<file path="src/design/gscl_pkg.sv">
package gscl_pkg;

  // Operation codes carried by an input beat.
  typedef enum logic [1:0] {
    OP_READ  = 2'd0,
    OP_WRITE = 2'd1,
    OP_EVENT = 2'd2
  } op_e;

  // Register classes that an offset decodes to.
  typedef enum logic [2:0] {
    REG_FSEL,
    REG_SET,
    REG_CLR,
    REG_LEV,
    REG_UNIMP,
    REG_BAD
  } reg_e;

  // Decoded register access.
  typedef struct packed {
    reg_e       kind;
    logic [2:0] fsel_idx;
    logic       bank;
  } dec_t;

  // Field widths of the beats.
  localparam int unsigned OFS_W    = 8;
  localparam int unsigned DATA_W   = 32;
  localparam int unsigned PIN_W    = 6;
  localparam int unsigned DRIVE_W  = 54;
  localparam int unsigned FN_W     = 3;
  localparam int unsigned BANK_BITS = 32;

  // Function-select layout.
  localparam int unsigned PINS_PER_FSEL = 10;
  localparam int unsigned FSEL_REGS     = 6;
  localparam int unsigned FSEL_PINS     = PINS_PER_FSEL * FSEL_REGS;

  // Function codes.
  localparam logic [FN_W-1:0] FN_INPUT  = 3'd0;
  localparam logic [FN_W-1:0] FN_OUTPUT = 3'd1;

  // Register offsets.
  localparam logic [OFS_W-1:0] OFS_FSEL_END = 8'(FSEL_REGS * 4);
  localparam logic [OFS_W-1:0] OFS_SET0 = 8'h1C;
  localparam logic [OFS_W-1:0] OFS_SET1 = 8'h20;
  localparam logic [OFS_W-1:0] OFS_CLR0 = 8'h28;
  localparam logic [OFS_W-1:0] OFS_CLR1 = 8'h2C;
  localparam logic [OFS_W-1:0] OFS_LEV0 = 8'h34;
  localparam logic [OFS_W-1:0] OFS_LEV1 = 8'h38;

  // Known registers that are not implemented (edge detect, enables, pulls).
  localparam int unsigned UNIMP_COUNT = 17;
  localparam logic [OFS_W-1:0] UNIMP_OFS [UNIMP_COUNT] = '{
    8'h40, 8'h44, 8'h4C, 8'h50, 8'h58, 8'h5C, 8'h64, 8'h68, 8'h70,
    8'h74, 8'h7C, 8'h80, 8'h88, 8'h8C, 8'h94, 8'h98, 8'h9C
  };

endpackage

</file>
<file path="src/design/gscl_if.sv">
// Request channel: bus accesses and pin events.
interface gscl_in_if;
  logic                                valid;
  logic                                ready;
  logic [1:0]                          op;
  logic [gscl_pkg::OFS_W-1:0]          offset;
  logic [gscl_pkg::DATA_W-1:0]         write_data;
  logic [gscl_pkg::PIN_W-1:0]          pin_index;
  logic                                pin_value;

  modport source (output valid, op, offset, write_data, pin_index, pin_value,
                  input ready);
  modport sink (input valid, op, offset, write_data, pin_index, pin_value,
                output ready);
endinterface

// Response channel: read data, error flag and pin drive levels.
interface gscl_out_if;
  logic                                valid;
  logic                                ready;
  logic [gscl_pkg::DATA_W-1:0]         read_data;
  logic                                bus_error;
  logic [gscl_pkg::DRIVE_W-1:0]        pin_drive;

  modport source (output valid, read_data, bus_error, pin_drive, input ready);
  modport sink (input valid, read_data, bus_error, pin_drive, output ready);
endinterface

</file>
<file path="src/design/gscl_decode.sv">
module gscl_decode (
  input  logic [gscl_pkg::OFS_W-1:0] offset_i,
  output gscl_pkg::dec_t             dec_o
);

  logic unimp;

  // Match against the list of unimplemented registers.
  always_comb begin
    unimp = 1'b0;
    for (int i = 0; i < gscl_pkg::UNIMP_COUNT; i++) begin
      if (offset_i == gscl_pkg::UNIMP_OFS[i]) begin
        unimp = 1'b1;
      end
    end
  end

  // Classify the offset; unaligned or reserved words are errors.
  always_comb begin
    dec_o.fsel_idx = offset_i[4:2];
    dec_o.bank     = (offset_i == gscl_pkg::OFS_SET1) || (offset_i == gscl_pkg::OFS_CLR1) ||
                     (offset_i == gscl_pkg::OFS_LEV1);
    case (offset_i) inside
      gscl_pkg::OFS_SET0, gscl_pkg::OFS_SET1: dec_o.kind = gscl_pkg::REG_SET;
      gscl_pkg::OFS_CLR0, gscl_pkg::OFS_CLR1: dec_o.kind = gscl_pkg::REG_CLR;
      gscl_pkg::OFS_LEV0, gscl_pkg::OFS_LEV1: dec_o.kind = gscl_pkg::REG_LEV;
      default: begin
        if ((offset_i < gscl_pkg::OFS_FSEL_END) && (offset_i[1:0] == 2'b00)) begin
          dec_o.kind = gscl_pkg::REG_FSEL;
        end else if (unimp) begin
          dec_o.kind = gscl_pkg::REG_UNIMP;
        end else begin
          dec_o.kind = gscl_pkg::REG_BAD;
        end
      end
    endcase
  end

endmodule

</file>
<file path="src/design/gscl_core.sv">
module gscl_core #(
  parameter int unsigned PIN_COUNT = 54
) (
  input  logic                           clk_i,
  input  logic                           rst_ni,
  input  logic                           en_i,
  input  logic [1:0]                     op_i,
  input  gscl_pkg::dec_t                 dec_i,
  input  logic [gscl_pkg::DATA_W-1:0]    write_data_i,
  input  logic [gscl_pkg::PIN_W-1:0]     pin_index_i,
  input  logic                           pin_value_i,
  output logic [gscl_pkg::DATA_W-1:0]    read_data_o,
  output logic                           bus_error_o,
  output logic [gscl_pkg::DRIVE_W-1:0]   pin_drive_o
);

  localparam int unsigned WideW = 2 * gscl_pkg::BANK_BITS;

  logic [gscl_pkg::FN_W-1:0]   fsel_q [PIN_COUNT];
  logic [gscl_pkg::FN_W-1:0]   fsel_d [PIN_COUNT];
  logic [PIN_COUNT-1:0]        lev_q, lev_d;
  logic [PIN_COUNT-1:0]        drive_q, drive_d;
  logic [PIN_COUNT-1:0]        out_mask, in_mask, pin_hit, val;
  logic [WideW-1:0]            val_wide, lev_wide, drive_wide;
  logic [gscl_pkg::DATA_W-1:0] fsel_word [gscl_pkg::FSEL_REGS];
  logic                        is_wr, is_rd, is_ev, fsel_wr;

  assign is_wr   = (op_i == gscl_pkg::OP_WRITE);
  assign is_rd   = (op_i == gscl_pkg::OP_READ);
  assign is_ev   = (op_i == gscl_pkg::OP_EVENT);
  assign fsel_wr = en_i && is_wr && (dec_i.kind == gscl_pkg::REG_FSEL);

  // Per-pin function masks, event select and function-select update.
  for (genvar g = 0; g < PIN_COUNT; g++) begin : g_pin
    localparam int unsigned Reg = g / gscl_pkg::PINS_PER_FSEL;
    localparam int unsigned Lsb = gscl_pkg::FN_W * (g % gscl_pkg::PINS_PER_FSEL);

    assign out_mask[g] = (fsel_q[g] == gscl_pkg::FN_OUTPUT);
    assign in_mask[g]  = (fsel_q[g] == gscl_pkg::FN_INPUT);
    assign pin_hit[g]  = (pin_index_i == gscl_pkg::PIN_W'(g));

    if (g < gscl_pkg::FSEL_PINS) begin : g_fsel
      always_comb begin
        fsel_d[g] = fsel_q[g];
        if (fsel_wr && (dec_i.fsel_idx == 3'(Reg))) begin
          fsel_d[g] = write_data_i[Lsb +: gscl_pkg::FN_W];
        end
      end
    end else begin : g_nofsel
      // Pins beyond the function-select map stay inputs.
      assign fsel_d[g] = fsel_q[g];
    end
  end

  // Read words of the function-select registers; missing pins read 0.
  for (genvar r = 0; r < gscl_pkg::FSEL_REGS; r++) begin : g_word
    for (genvar k = 0; k < gscl_pkg::PINS_PER_FSEL; k++) begin : g_field
      localparam int unsigned Pin = r * gscl_pkg::PINS_PER_FSEL + k;
      if (Pin < PIN_COUNT) begin : g_live
        assign fsel_word[r][gscl_pkg::FN_W*k +: gscl_pkg::FN_W] = fsel_q[Pin];
      end else begin : g_dead
        assign fsel_word[r][gscl_pkg::FN_W*k +: gscl_pkg::FN_W] = '0;
      end
    end
    assign fsel_word[r][gscl_pkg::DATA_W-1:gscl_pkg::FN_W*gscl_pkg::PINS_PER_FSEL] = '0;
  end

  // Place bank data into the pin vector; bank 1 drops bits past the last pin.
  assign val_wide = dec_i.bank ? {write_data_i, {gscl_pkg::BANK_BITS{1'b0}}}
                               : {{gscl_pkg::BANK_BITS{1'b0}}, write_data_i};
  assign val      = val_wide[PIN_COUNT-1:0];

  // Level and drive update for SET, CLR and pin events.
  always_comb begin
    lev_d   = lev_q;
    drive_d = drive_q;
    if (en_i && is_wr && (dec_i.kind == gscl_pkg::REG_SET)) begin
      drive_d = drive_q | (val & ~lev_q & out_mask);
      lev_d   = lev_q | val;
    end else if (en_i && is_wr && (dec_i.kind == gscl_pkg::REG_CLR)) begin
      drive_d = drive_q & ~(val & lev_q & out_mask);
      lev_d   = lev_q & ~val;
    end else if (en_i && is_ev) begin
      lev_d = (lev_q & ~(pin_hit & in_mask)) |
              ((pin_hit & in_mask) & {PIN_COUNT{pin_value_i}});
    end
  end

  // State registers.
  always_ff @(posedge clk_i or negedge rst_ni) begin
    if (!rst_ni) begin
      fsel_q  <= '{default: '0};
      lev_q   <= '0;
      drive_q <= '0;
    end else begin
      fsel_q  <= fsel_d;
      lev_q   <= lev_d;
      drive_q <= drive_d;
    end
  end

  // Read data and error flag from the state before this beat.
  assign lev_wide = WideW'(lev_q);
  always_comb begin
    read_data_o = '0;
    bus_error_o = 1'b0;
    if (is_rd || is_wr) begin
      case (dec_i.kind)
        gscl_pkg::REG_FSEL: begin
          if (is_rd && (dec_i.fsel_idx < 3'(gscl_pkg::FSEL_REGS))) begin
            read_data_o = fsel_word[dec_i.fsel_idx];
          end
        end
        gscl_pkg::REG_LEV: begin
          if (is_rd) begin
            read_data_o = dec_i.bank ? lev_wide[WideW-1:gscl_pkg::BANK_BITS]
                                     : lev_wide[gscl_pkg::BANK_BITS-1:0];
          end
        end
        gscl_pkg::REG_BAD: bus_error_o = 1'b1;
        default: read_data_o = '0;
      endcase
    end
  end

  // Drive levels after this beat, truncated to the result field.
  assign drive_wide  = WideW'(drive_d);
  assign pin_drive_o = drive_wide[gscl_pkg::DRIVE_W-1:0];

endmodule

</file>
<file path="src/design/gpio_set_clear_level_regs_top.sv">
// A result beat is valid once its request beat has been accepted and has passed
// the input register and then the result register.
// Throughput: one beat per cycle; the input and result registers stall together
// only while the result register is full and not taken.
// All state updates happen in the single compute stage, so each beat sees the last.
// Reset: pins all inputs, level and drive registers zero, both stages empty.
module gpio_set_clear_level_regs_top #(
  parameter int unsigned PIN_COUNT = 54
) (
  input  logic  clk_i,
  input  logic  rst_ni,
  gscl_in_if.sink    in_i,
  gscl_out_if.source out_o
);

  logic                           in_vq;
  logic [1:0]                     op_q;
  logic [gscl_pkg::OFS_W-1:0]     ofs_q;
  logic [gscl_pkg::DATA_W-1:0]    data_q;
  logic [gscl_pkg::PIN_W-1:0]     pin_q;
  logic                           pval_q;
  logic                           out_vq;
  logic [gscl_pkg::DATA_W-1:0]    rd_q, rd_d;
  logic                           err_q, err_d;
  logic [gscl_pkg::DRIVE_W-1:0]   drive_q, drive_d;
  logic                           adv;
  gscl_pkg::dec_t                 dec;

  // The pipeline moves whenever the result register is free or being taken.
  assign adv      = !out_vq || out_o.ready;
  assign in_i.ready = !in_vq || adv;

  // Input register.
  always_ff @(posedge clk_i or negedge rst_ni) begin
    if (!rst_ni) begin
      in_vq <= 1'b0;
    end else if (in_i.ready) begin
      in_vq <= in_i.valid;
    end
  end

  always_ff @(posedge clk_i) begin
    if (in_i.valid && in_i.ready) begin
      op_q   <= in_i.op;
      ofs_q  <= in_i.offset;
      data_q <= in_i.write_data;
      pin_q  <= in_i.pin_index;
      pval_q <= in_i.pin_value;
    end
  end

  gscl_decode u_decode (
    .offset_i (ofs_q),
    .dec_o    (dec)
  );

  gscl_core #(
    .PIN_COUNT (PIN_COUNT)
  ) u_core (
    .clk_i        (clk_i),
    .rst_ni       (rst_ni),
    .en_i         (in_vq && adv),
    .op_i         (op_q),
    .dec_i        (dec),
    .write_data_i (data_q),
    .pin_index_i  (pin_q),
    .pin_value_i  (pval_q),
    .read_data_o  (rd_d),
    .bus_error_o  (err_d),
    .pin_drive_o  (drive_d)
  );

  // Result register.
  always_ff @(posedge clk_i or negedge rst_ni) begin
    if (!rst_ni) begin
      out_vq <= 1'b0;
    end else if (adv) begin
      out_vq <= in_vq;
    end
  end

  always_ff @(posedge clk_i) begin
    if (in_vq && adv) begin
      rd_q    <= rd_d;
      err_q   <= err_d;
      drive_q <= drive_d;
    end
  end

  assign out_o.valid     = out_vq;
  assign out_o.read_data = rd_q;
  assign out_o.bus_error = err_q;
  assign out_o.pin_drive = drive_q;

  // An error beat never carries read data.
  a_err_no_data: assert property (@(posedge clk_i) disable iff (!rst_ni)
    out_vq && err_q |-> rd_q == '0)
    else $error("bus error beat carries read data");

  // A beat leaving the input stage always lands in the result register.
  a_stage_move: assert property (@(posedge clk_i) disable iff (!rst_ni)
    in_vq && adv |=> out_vq)
    else $error("beat lost between stages");

  // Pin events never produce read data or an error.
  a_event_quiet: assert property (@(posedge clk_i) disable iff (!rst_ni)
    in_vq && adv && (op_q == gscl_pkg::OP_EVENT) |=> (rd_q == '0) && !err_q)
    else $error("pin event produced bus response");

endmodule

</file>
<file path="src/flat_wrapper.sv">
// flat-port wrapper written by rule: the top's interface ports become plain ports
module gpio_set_clear_level_regs_top_flat 
#(
  parameter int unsigned PIN_COUNT = 54
)
  (clk_i, rst_ni, in_i_valid, in_i_op, in_i_offset, in_i_write_data, in_i_pin_index, in_i_pin_value, in_i_ready, out_o_valid, out_o_read_data, out_o_bus_error, out_o_pin_drive, out_o_ready);
  gscl_in_if in_i_i ();
  gscl_out_if out_o_i ();
  input  logic clk_i;
  input  logic rst_ni;
  input wire logic [$bits(in_i_i.valid)-1:0] in_i_valid;
  input wire logic [$bits(in_i_i.op)-1:0] in_i_op;
  input wire logic [$bits(in_i_i.offset)-1:0] in_i_offset;
  input wire logic [$bits(in_i_i.write_data)-1:0] in_i_write_data;
  input wire logic [$bits(in_i_i.pin_index)-1:0] in_i_pin_index;
  input wire logic [$bits(in_i_i.pin_value)-1:0] in_i_pin_value;
  output wire logic [$bits(in_i_i.ready)-1:0] in_i_ready;
  output wire logic [$bits(out_o_i.valid)-1:0] out_o_valid;
  output wire logic [$bits(out_o_i.read_data)-1:0] out_o_read_data;
  output wire logic [$bits(out_o_i.bus_error)-1:0] out_o_bus_error;
  output wire logic [$bits(out_o_i.pin_drive)-1:0] out_o_pin_drive;
  input wire logic [$bits(out_o_i.ready)-1:0] out_o_ready;
  assign in_i_i.valid = in_i_valid;
  assign in_i_i.op = in_i_op;
  assign in_i_i.offset = in_i_offset;
  assign in_i_i.write_data = in_i_write_data;
  assign in_i_i.pin_index = in_i_pin_index;
  assign in_i_i.pin_value = in_i_pin_value;
  assign in_i_ready = in_i_i.ready;
  assign out_o_valid = out_o_i.valid;
  assign out_o_read_data = out_o_i.read_data;
  assign out_o_bus_error = out_o_i.bus_error;
  assign out_o_pin_drive = out_o_i.pin_drive;
  assign out_o_i.ready = out_o_ready;
  gpio_set_clear_level_regs_top #(.PIN_COUNT(PIN_COUNT)) u_core (.clk_i(clk_i), .rst_ni(rst_ni), .in_i(in_i_i), .out_o(out_o_i));
endmodule
</file>
<file path="config.mk">
export PLATFORM = sky130hd
export DESIGN_NAME = gpio_set_clear_level_regs_top_flat
export DESIGN_NICKNAME = d
export VERILOG_FILES = /design/src/design/gscl_pkg.sv /design/src/design/gscl_if.sv /design/src/design/gscl_decode.sv /design/src/design/gscl_core.sv /design/src/design/gpio_set_clear_level_regs_top.sv /design/src/flat_wrapper.sv
export SDC_FILE = /design/constraint.sdc
export NUM_CORES = 1
export LEC_CHECK = 0
export BUFFER_PORTS_ARGS = -buffer_cell sky130_fd_sc_hd__buf_4
export CAP_MARGIN = 20
export CORE_MARGIN = 2
export CORE_UTILIZATION = 55
export CTS_CLUSTER_DIAMETER = 30
export DETAILED_ROUTE_END_ITERATION = 10
export PLACE_DENSITY = 0.84
export RECOVER_POWER = 50
export SLEW_MARGIN = 5
export SYNTH_ARGS = -nofsm -noshare
export SYNTH_HDL_FRONTEND = slang
export SYNTH_SLANG_ARGS = --single-unit
</file>
<file path="constraint.sdc">
create_clock -name clk_i -period 3.85 [get_ports clk_i]
set_input_delay 0.385 -clock clk_i [delete_from_list [all_inputs] [get_ports clk_i]]
set_output_delay 0.385 -clock clk_i [all_outputs]
set_load 0.02 [all_outputs]
</file>
==> impl_results.md, run 1 <==
* Total grt overflow at 0
* Filler Cells Inserted at 2492
* Aggregate routed wire length at ~70000 um
* Relative slew slack at -75.88%
* Syn Area/Cell at ~12 um2
* CTS max path bufs at 3
* Synth Net Count at between 1500 and 2000
* Worst-Skew Late Latency at between 0.6 and 0.7 ns
* Max cap viols at 2
* Final Cycle Share at between 80% and 90%
* Num Clock Sinks at 408
* Core area at between 0.03 and 0.04 mm2
* Post-synthesis adder-cell area fraction at 0%
* Min-Delay Path Depth at 3
* CTS clk-pin slew, worst paths at approximately 0.05 ns
* Number of flops mapped to enable cells by yosys at 136
* RR Startpoint: u_core.ofs_q[3]
* Setup Skew at roughly 0.022 ns
* Synth Area in Simple Gates at around an eighth
* Worst R2R Setup Slack at approximately 0.74 ns
* Yosys reg bits at 408
* Layout cells sized above 1 at between 20% and 30%
* Initial Utilization at ~56%
* Initial antenna violation count at 3
* Post-route antenna net violation count at 0
* Worst Path Required at about 4.3 ns
* CTS root buf: clkbuf_16
* Most frequent cells in the layout: 272 x dfrtp_1, 152 x mux2_2, 136 x edfxtp_1, 132 x nor2_1, 105 x clkbuf_1
* Worst Setup Start Kind: flip-flop
* Synth Cell Area at between 0.015 and 0.02 mm2
* Sequential share of the synthesized area at a little over half
* Gpl congestion at slightly below 1
* Post-synth top flop: dfrtp_1
* Die ar. at roughly 0.038 mm2
* # nets final at slightly below 2000
* Slew Viols, Final at 129
* DPL Wire Length at between 40000 and 50000 um
* Die Height at roughly 190 um
* Worst setup path category: reg -> reg
* Post-CTS Repair Setup Buffers at 0
* Initial DRC count at 2753
* Final Hold Slack at around 0.11 ns
* Placed insts at roughly 2200
* CTS resizes at 0
* CTS tree: yes
* Hold Vio Cnt, Final at 0
* Post-Place Setup Slack at between 0.8 and 0.9 ns
* Worst reg2reg path depth at 7
* PwrDens at between 500 and 600 mW/mm2
* Drt wl/cell at approximately 28 um
* Hold Startpoint: out_o_ready
* XOR/XNOR Fraction of Synth Area at less than 1%
* Status: finished, violations left
* Area after DPL at 0.02133 mm2
* CP Max Fanout at 19
* Failing checks: capacitance limit, slew limit
* Fin crit period at 3.115 ns
* FP Rows at about 70
* F_max at ~320 MHz
* First-pass GRT wire length at between 100000 and 150000 um
* DIE WIDTH at slightly below 200 um
* Hold worst-path end: u_core.in_vq
* Endpoints failing setup at 0
* Post-synth cell types at 61
* Inserted Clock Buffers at 81
* HP Class: in -> reg
* Final worst setup slack at between 0.7 and 0.8 ns
* Max IR drop VDD at roughly 460 uV
* Commonest non-fill, non-tap cell in the layout: dfrtp_1
* Complex-gate fraction of the synthesized area at 12.68%
* Vias/cell at roughly 7.0
* Area grow syn2layout at 22.11%
* Vias in the first global route at 16890
* Main combinational cell family by area after synthesis: multiplexers
* Final Power at 12.70 mW
* Sum Neg Setup Slack at 0 ns
* Non-filler cells, final at approximately 2400
* Post-route DRC violation count at 0
* Yosys warning total at 0
* Post-synth ARST share at between 60% and 70%
* IO Pins at about 140
* H-tree Lvls at 3
* I/O Buffers at around 140
* Gr usage total at approximately 37%
* Post-route cell area at between 0.02 and 0.025 mm2
* RSZ-0062 raised after global routing: no
* Largest net degree at the start of global routing at 97
* WP data arrival at 3.57 ns
* Endpoint type of the worst setup path: flip-flop
* 1st-pass router iterations at 7
* Worst-Margin Slew at approximately 2.6 ns
* Mux cell area share after synthesis at 16.32%
* Final Util at around two thirds
* Cells after synthesis at 1723
* Leak at roughly 10 nW
* Via Count at about 17000
[timing repair]
action / CTS / global route
endpoints found under the hold margin: 143 / 0
hold buffers: 51 / 0
setup endpoints to repair: 0 / 0
[layout make-up]
type / instances / area [um2] / share of cell area, %
multi-input combinational: 1124 / 8167 / 33.72
sequential: 408 / 10890 / 44.96
inverter: 61 / 229.0 / 0.9453
antenna: 1 / 2.502 / 0.01033
timing repair buffer: 234 / 1628 / 6.721
clock inverter: 50 / 543.0 / 2.242
clock buffer: 101 / 2185 / 9.020
tap: 461 / 576.8 / 2.381
[Yosys cell counts (all sizes together) (26+ instances only)]
library cell  instances  area share (%)
mux2i                58             2.9
edfxtp              136              21
mux2                184              11
clkbuf               78             1.5
nor2b                27            0.85
a21oi                47             1.2
inv                  61             1.2
nor3                 58             1.5
a31oi                56             1.8
o22ai                28            0.88
a2bb2oi              75             3.3
nor2                133             2.5
nand2               101             1.9
dfrtp               272              34
nand4                48             1.5
or3                  55             1.8
a22oi                26             1.0
o21ai               110             2.8
buf                  52             1.4
[worst max-delay path by stage]
stage                        from                    endpoint  slack, ns  cells after the start
2_1_floorplan  u_core.out_o.valid      u_core.out_o.bus_error       0.65                      2
3_3_place_gp      u_core.ofs_q[7]  u_core.out_o.read_data[29]       1.05                      5
3_5_place_dp      u_core.ofs_q[3]  u_core.out_o.pin_drive[38]       0.87                      7
4_1_cts           u_core.ofs_q[3]   u_core.out_o.pin_drive[1]       0.87                      7
5_1_grt           u_core.ofs_q[3]  u_core.out_o.pin_drive[39]       0.58                      7
6_report          u_core.ofs_q[3]                   flip-flop       0.74                      7
[layer usage]
metal | global-route usage, % | part of all wire (%) | vias to the layer above | wire length (um)
li1 | - | - | 6827 | -
met1 | 47.76 | 36 | 8218 | 24770
met2 | 53.33 | 43 | 1561 | 29560
met3 | 13.05 | 14 | 367 | 9377
met4 | 20.34 | 6.6 | 6 | 4525
met5 | 0.2554 | 0.20 | - | 137
[critical path, cell delays in order, from the launching register on]
cell and delay [ns]:
edfxtp_1 0.62, inv_1 0.36, o22ai_1 0.17, or3_1 0.45, a21oi_4 0.63, buf_4 0.37, a2bb2oi_1 0.20, o21ai_0 0.15
[cells by family after synthesis]
kind of cell	Yosys count
simple gates	476
flops	408
compound gates	381
mux	263
buf+inv	191
xor+xnor	4
[power by group]
part	leakage (nW)	switching, mW	total, mW	internal, mW
clock network	1.33	2.41	6.99	4.58
logic	3.85	0.496	0.776	0.280
registers	5.12	0.251	4.94	4.68
Power figures use the tool's default switching activity.
==> inputs of run 2 (changes only) <==
--- a/config.mk
+++ b/config.mk
@@ -5,6 +5,7 @@
 export SDC_FILE = /design/constraint.sdc
 export NUM_CORES = 1
 export LEC_CHECK = 0
+export ABC_AREA = 1
 export BUFFER_PORTS_ARGS = -buffer_cell sky130_fd_sc_hd__buf_4
 export CAP_MARGIN = 20
 export CORE_MARGIN = 2
==> constraint.sdc (replaced) <==
create_clock -name clk_i -period 3.16 [get_ports clk_i]
set_input_delay 0.316 -clock clk_i [delete_from_list [all_inputs] [get_ports clk_i]]
set_output_delay 0.316 -clock clk_i [all_outputs]
set_load 0.02 [all_outputs]
==> impl_results.md, run 2 <==
* Hold Vio Cnt, Final at 0 (unchanged)
* Synth Net Count at 2717 (+53%)
* Max cap viols at 2 (unchanged)
* Vias in the first global route at 21070 (+25%)
* Post-synth ARST share at 66.67% (unchanged)
* Post-CTS Repair Setup Buffers at 0 (unchanged)
* Inserted Clock Buffers at 93 (+15%)
* Worst-Margin Slew at 2.326 ns (-0.3122 ns)
* Worst Path Required at 3.70 ns (-0.60 ns)
* DPL Wire Length at 53350 um (+24%)
* Syn Area/Cell at 7.941 um2 (-31%)
* Die Height at 200.1 um (+3.2%)
* Status: finished, violations left
* Sequential share of the synthesized area at 51.48% (-3.4 points)
* Most frequent cells in the layout: 786 x nand2_1, 301 x o21ai_0, 272 x dfrtp_1, 250 x nand3_1, 208 x nor2_1
* Multi-input logic area at 0.008902 mm2 (+9.0%)
* Synth Cell Area at 0.02115 mm2 (+6.6%)
* Top cells by count, synth: 787 x nand2_1, 301 x o21ai_0, 272 x dfrtp_1
* Die ar. at 0.04005 mm2 (+6.5%)
* 1st-pass router iterations at 7 (unchanged)
* Post-synthesis adder-cell area fraction at 0% (unchanged)
* Endpoint type of the worst setup path: flip-flop
* Via Count at 21830 (+29%)
* CP Max Fanout at 140 (+121)
* XOR/XNOR Fraction of Synth Area at 0% (-0.18 points)
* CTS tree: yes
* Worst Setup Start Kind: flip-flop
* CTS resizes at 0 (unchanged)
* IO Pins at 142 (unchanged)
* Relative slew slack at -55.07% (+21 points)
* Post-synth cell types at 42 (-31%)
* Yosys warning total at 0 (unchanged)
* Num Clock Sinks at 408 (unchanged)
* Initial antenna violation count at 4 (+1)
* Yosys reg bits at 408 (unchanged)
* CTS Hold Bufs at 52 (+2.0%)
* CTS clk-pin slew, worst paths at 0.05 ns (about the same)
* I/O Buffers at 141 (unchanged)
* Worst setup path category: reg -> reg
* RSZ-0062 raised after global routing: no
* Area grow syn2layout at 24.74%
* CTS root buf: clkbuf_16
* WP data arrival at 3.35 ns (-0.22 ns)
* Layout cells sized above 1 at 11.47% (-11 points)
* Initial Utilization at 56.03% (+0.26 points)
* Final Cycle Share at 88.95% (+8.1 points)
* Worst R2R Setup Slack at 0.35 ns (-0.39 ns)
* Drt wl/cell at 23.31 um (-17%)
* CTS max path bufs at 3 (unchanged)
* Final Hold Slack at 0.4253 ns (+0.3129 ns)
* DIE WIDTH at 200.1 um (+3.2%)
* Failing checks: capacitance limit, slew limit
* Cells after synthesis at 2664 (+55%)
* Core area at 0.03776 mm2 (+6.1%)
* First-pass GRT wire length at 123400 um (+18%)
* Initial DRC count at 3067 (+11%)
* Share of the synthesized area in the top cell type at 32.18% (-2.1 points)
* Count leader, synth: nand2_1
* Endpoints failing setup at 0 (unchanged)
* Gpl congestion at 1.016 (+4.2%)
* Mux cell area share after synthesis at 0% (-16 points)
* Worst-Skew Late Latency at 0.63 ns (+0.02 ns)
* Synth Area in Simple Gates at 30.03% (+18 points)
* Reg area at 0.01089 mm2 (unchanged)
* # nets final at 2928 (+49%)
* FP Rows at 71 (+2.9%)
* Vias/cell at 6.297 (-9.5%)
* Antenna cells at 0 (-1)
* PwrDens at 680.1 mW/mm2 (+30%)
* Placed insts at 3239 (+45%)
* Synth top area cells: dfrtp_1 32%, edfxtp_1 19%, nand2_1 14%
* Setup Skew at 0.03118 ns (+0.008903 ns)
* H-tree Lvls at 3 (unchanged)
* Sum Neg Setup Slack at 0 ns (unchanged)
* Aggregate routed wire length at 80800 um (+18%)
* HP Class: in -> reg
* Post-route antenna net violation count at 0 (unchanged)
* Total grt overflow at 0 (unchanged)
* Complex-gate fraction of the synthesized area at 11.96% (-0.72 points)
* F_max at 355.8 MHz (+11%)
* Main combinational cell family by area after synthesis: simple AND/OR/NAND/NOR gates
* Commonest non-fill, non-tap cell in the layout: nand2_1
* Post-synth top flop: dfrtp_1
* Gr usage total at 40.16% (+3.6 points)
* Non-filler cells, final at 3467 (+42%)
* Post-route DRC violation count at 0 (unchanged)
* Largest net degree at the start of global routing at 141 (+45%)
* Number of flops mapped to enable cells by yosys at 136 (unchanged)
* Slew Viols, Final at 104 (-19%)
* Leak at 11.70 nW (+14%)
* Max IR drop VDD at 402.3 uV (-12%)
* Synth area leader: dfrtp_1
* Filler Cells Inserted at 2948 (+18%)
* Fin crit period at 2.811 ns (-0.3037 ns)
==> run 2: changes by cell type after synthesis, moves of 27 or more <==
cell / previous run / this run
a2bb2oi_1: 75 / 0
nand3_1: 11 / 251
mux2_4: 30 / 0
a31oi_1: 56 / 0
nor2_1: 132 / 210
mux2i_1: 58 / 0
mux2_2: 152 / 0
nand2_1: 100 / 787
or3_1: 54 / 2
o21ai_0: 82 / 301
nor2b_1: 27 / 0
o211ai_1: 0 / 57
or2_2: 0 / 34
inv_1: 61 / 181
==> run 2: power breakdown <==
part           internal [mW]  switching [mW]  leakage, nW  total (mW)
Sequential              5.87           0.313         4.90        6.18
Combinational          0.427            1.12         5.22        1.55
Clock                   6.93            3.29         1.58        10.2
Total                   13.2            4.73         11.7        17.9
==> run 2: final timing paths <==
| kind | cells after the start | end | startpoint |
|---|---|---|---|
| min in group asynchronous | 2 | u_core.u_core.drive_q[18] | rst_ni |
| setup reg to reg | 9 | flip-flop | u_core.ofs_q[3] |
| setup / recovery | 9 | flip-flop | u_core.ofs_q[3] |
| hold reg to reg | 2 | u_core.u_core.fsel_q[138] | u_core.u_core.fsel_q[138] |
| hold / removal | 2 | u_core.data_q[11] | in_i_write_data[11] |
| max in group asynchronous | 3 | async pin | rst_ni |
==> run 2: per-stage QoR <==
step                      power (mW)  util, %  area (um2)  setup WS [ns]
after CTS                      17.98    70.81       26740         0.5166
after global routing           18.37    69.89       26390         0.2611
final                          17.95    69.89       26390         0.3491
after floorplan                6.989        -       21150        0.04725
after global placement         7.716    60.56       22860         0.6381
after detailed placement       7.780    60.61       22880         0.5430
==> run 2: worst max-delay path: stages (launching register included) <==
cell	delay, ns
edfxtp_1	0.53
inv_1	0.13
nand2_2	0.21
buf_4	0.28
o22ai_1	0.16
nand3_4	0.11
buf_12	0.38
o211ai_1	0.24
or2_2	0.34
nand2_1	0.07
==> run 2: cell type report <==
cell class,count,share of cell area [%]
tap,511,2.423
sequential,408,41.27
clock inverter,68,3.438
inverter,195,2.798
multi-input combinational,1921,33.74
timing repair buffer,256,7.150
clock buffer,108,9.184
==> run 2: cell families (layout without fill, tap and decap cells) <==
group / Yosys count / after routing
flops: 408 / 408
buf+inv: 335 / 627
simple gates: 1471 / 1471
compound gates: 450 / 450
==> run 2: metal layers <==
metal	global-route usage, %	wire length (um)	up-vias
li1	-	-	9436
met1	50.71	28790	10220
met2	59.52	34980	1725
met3	13.18	11160	445
met4	25.83	5822	6
met5	0	44	-
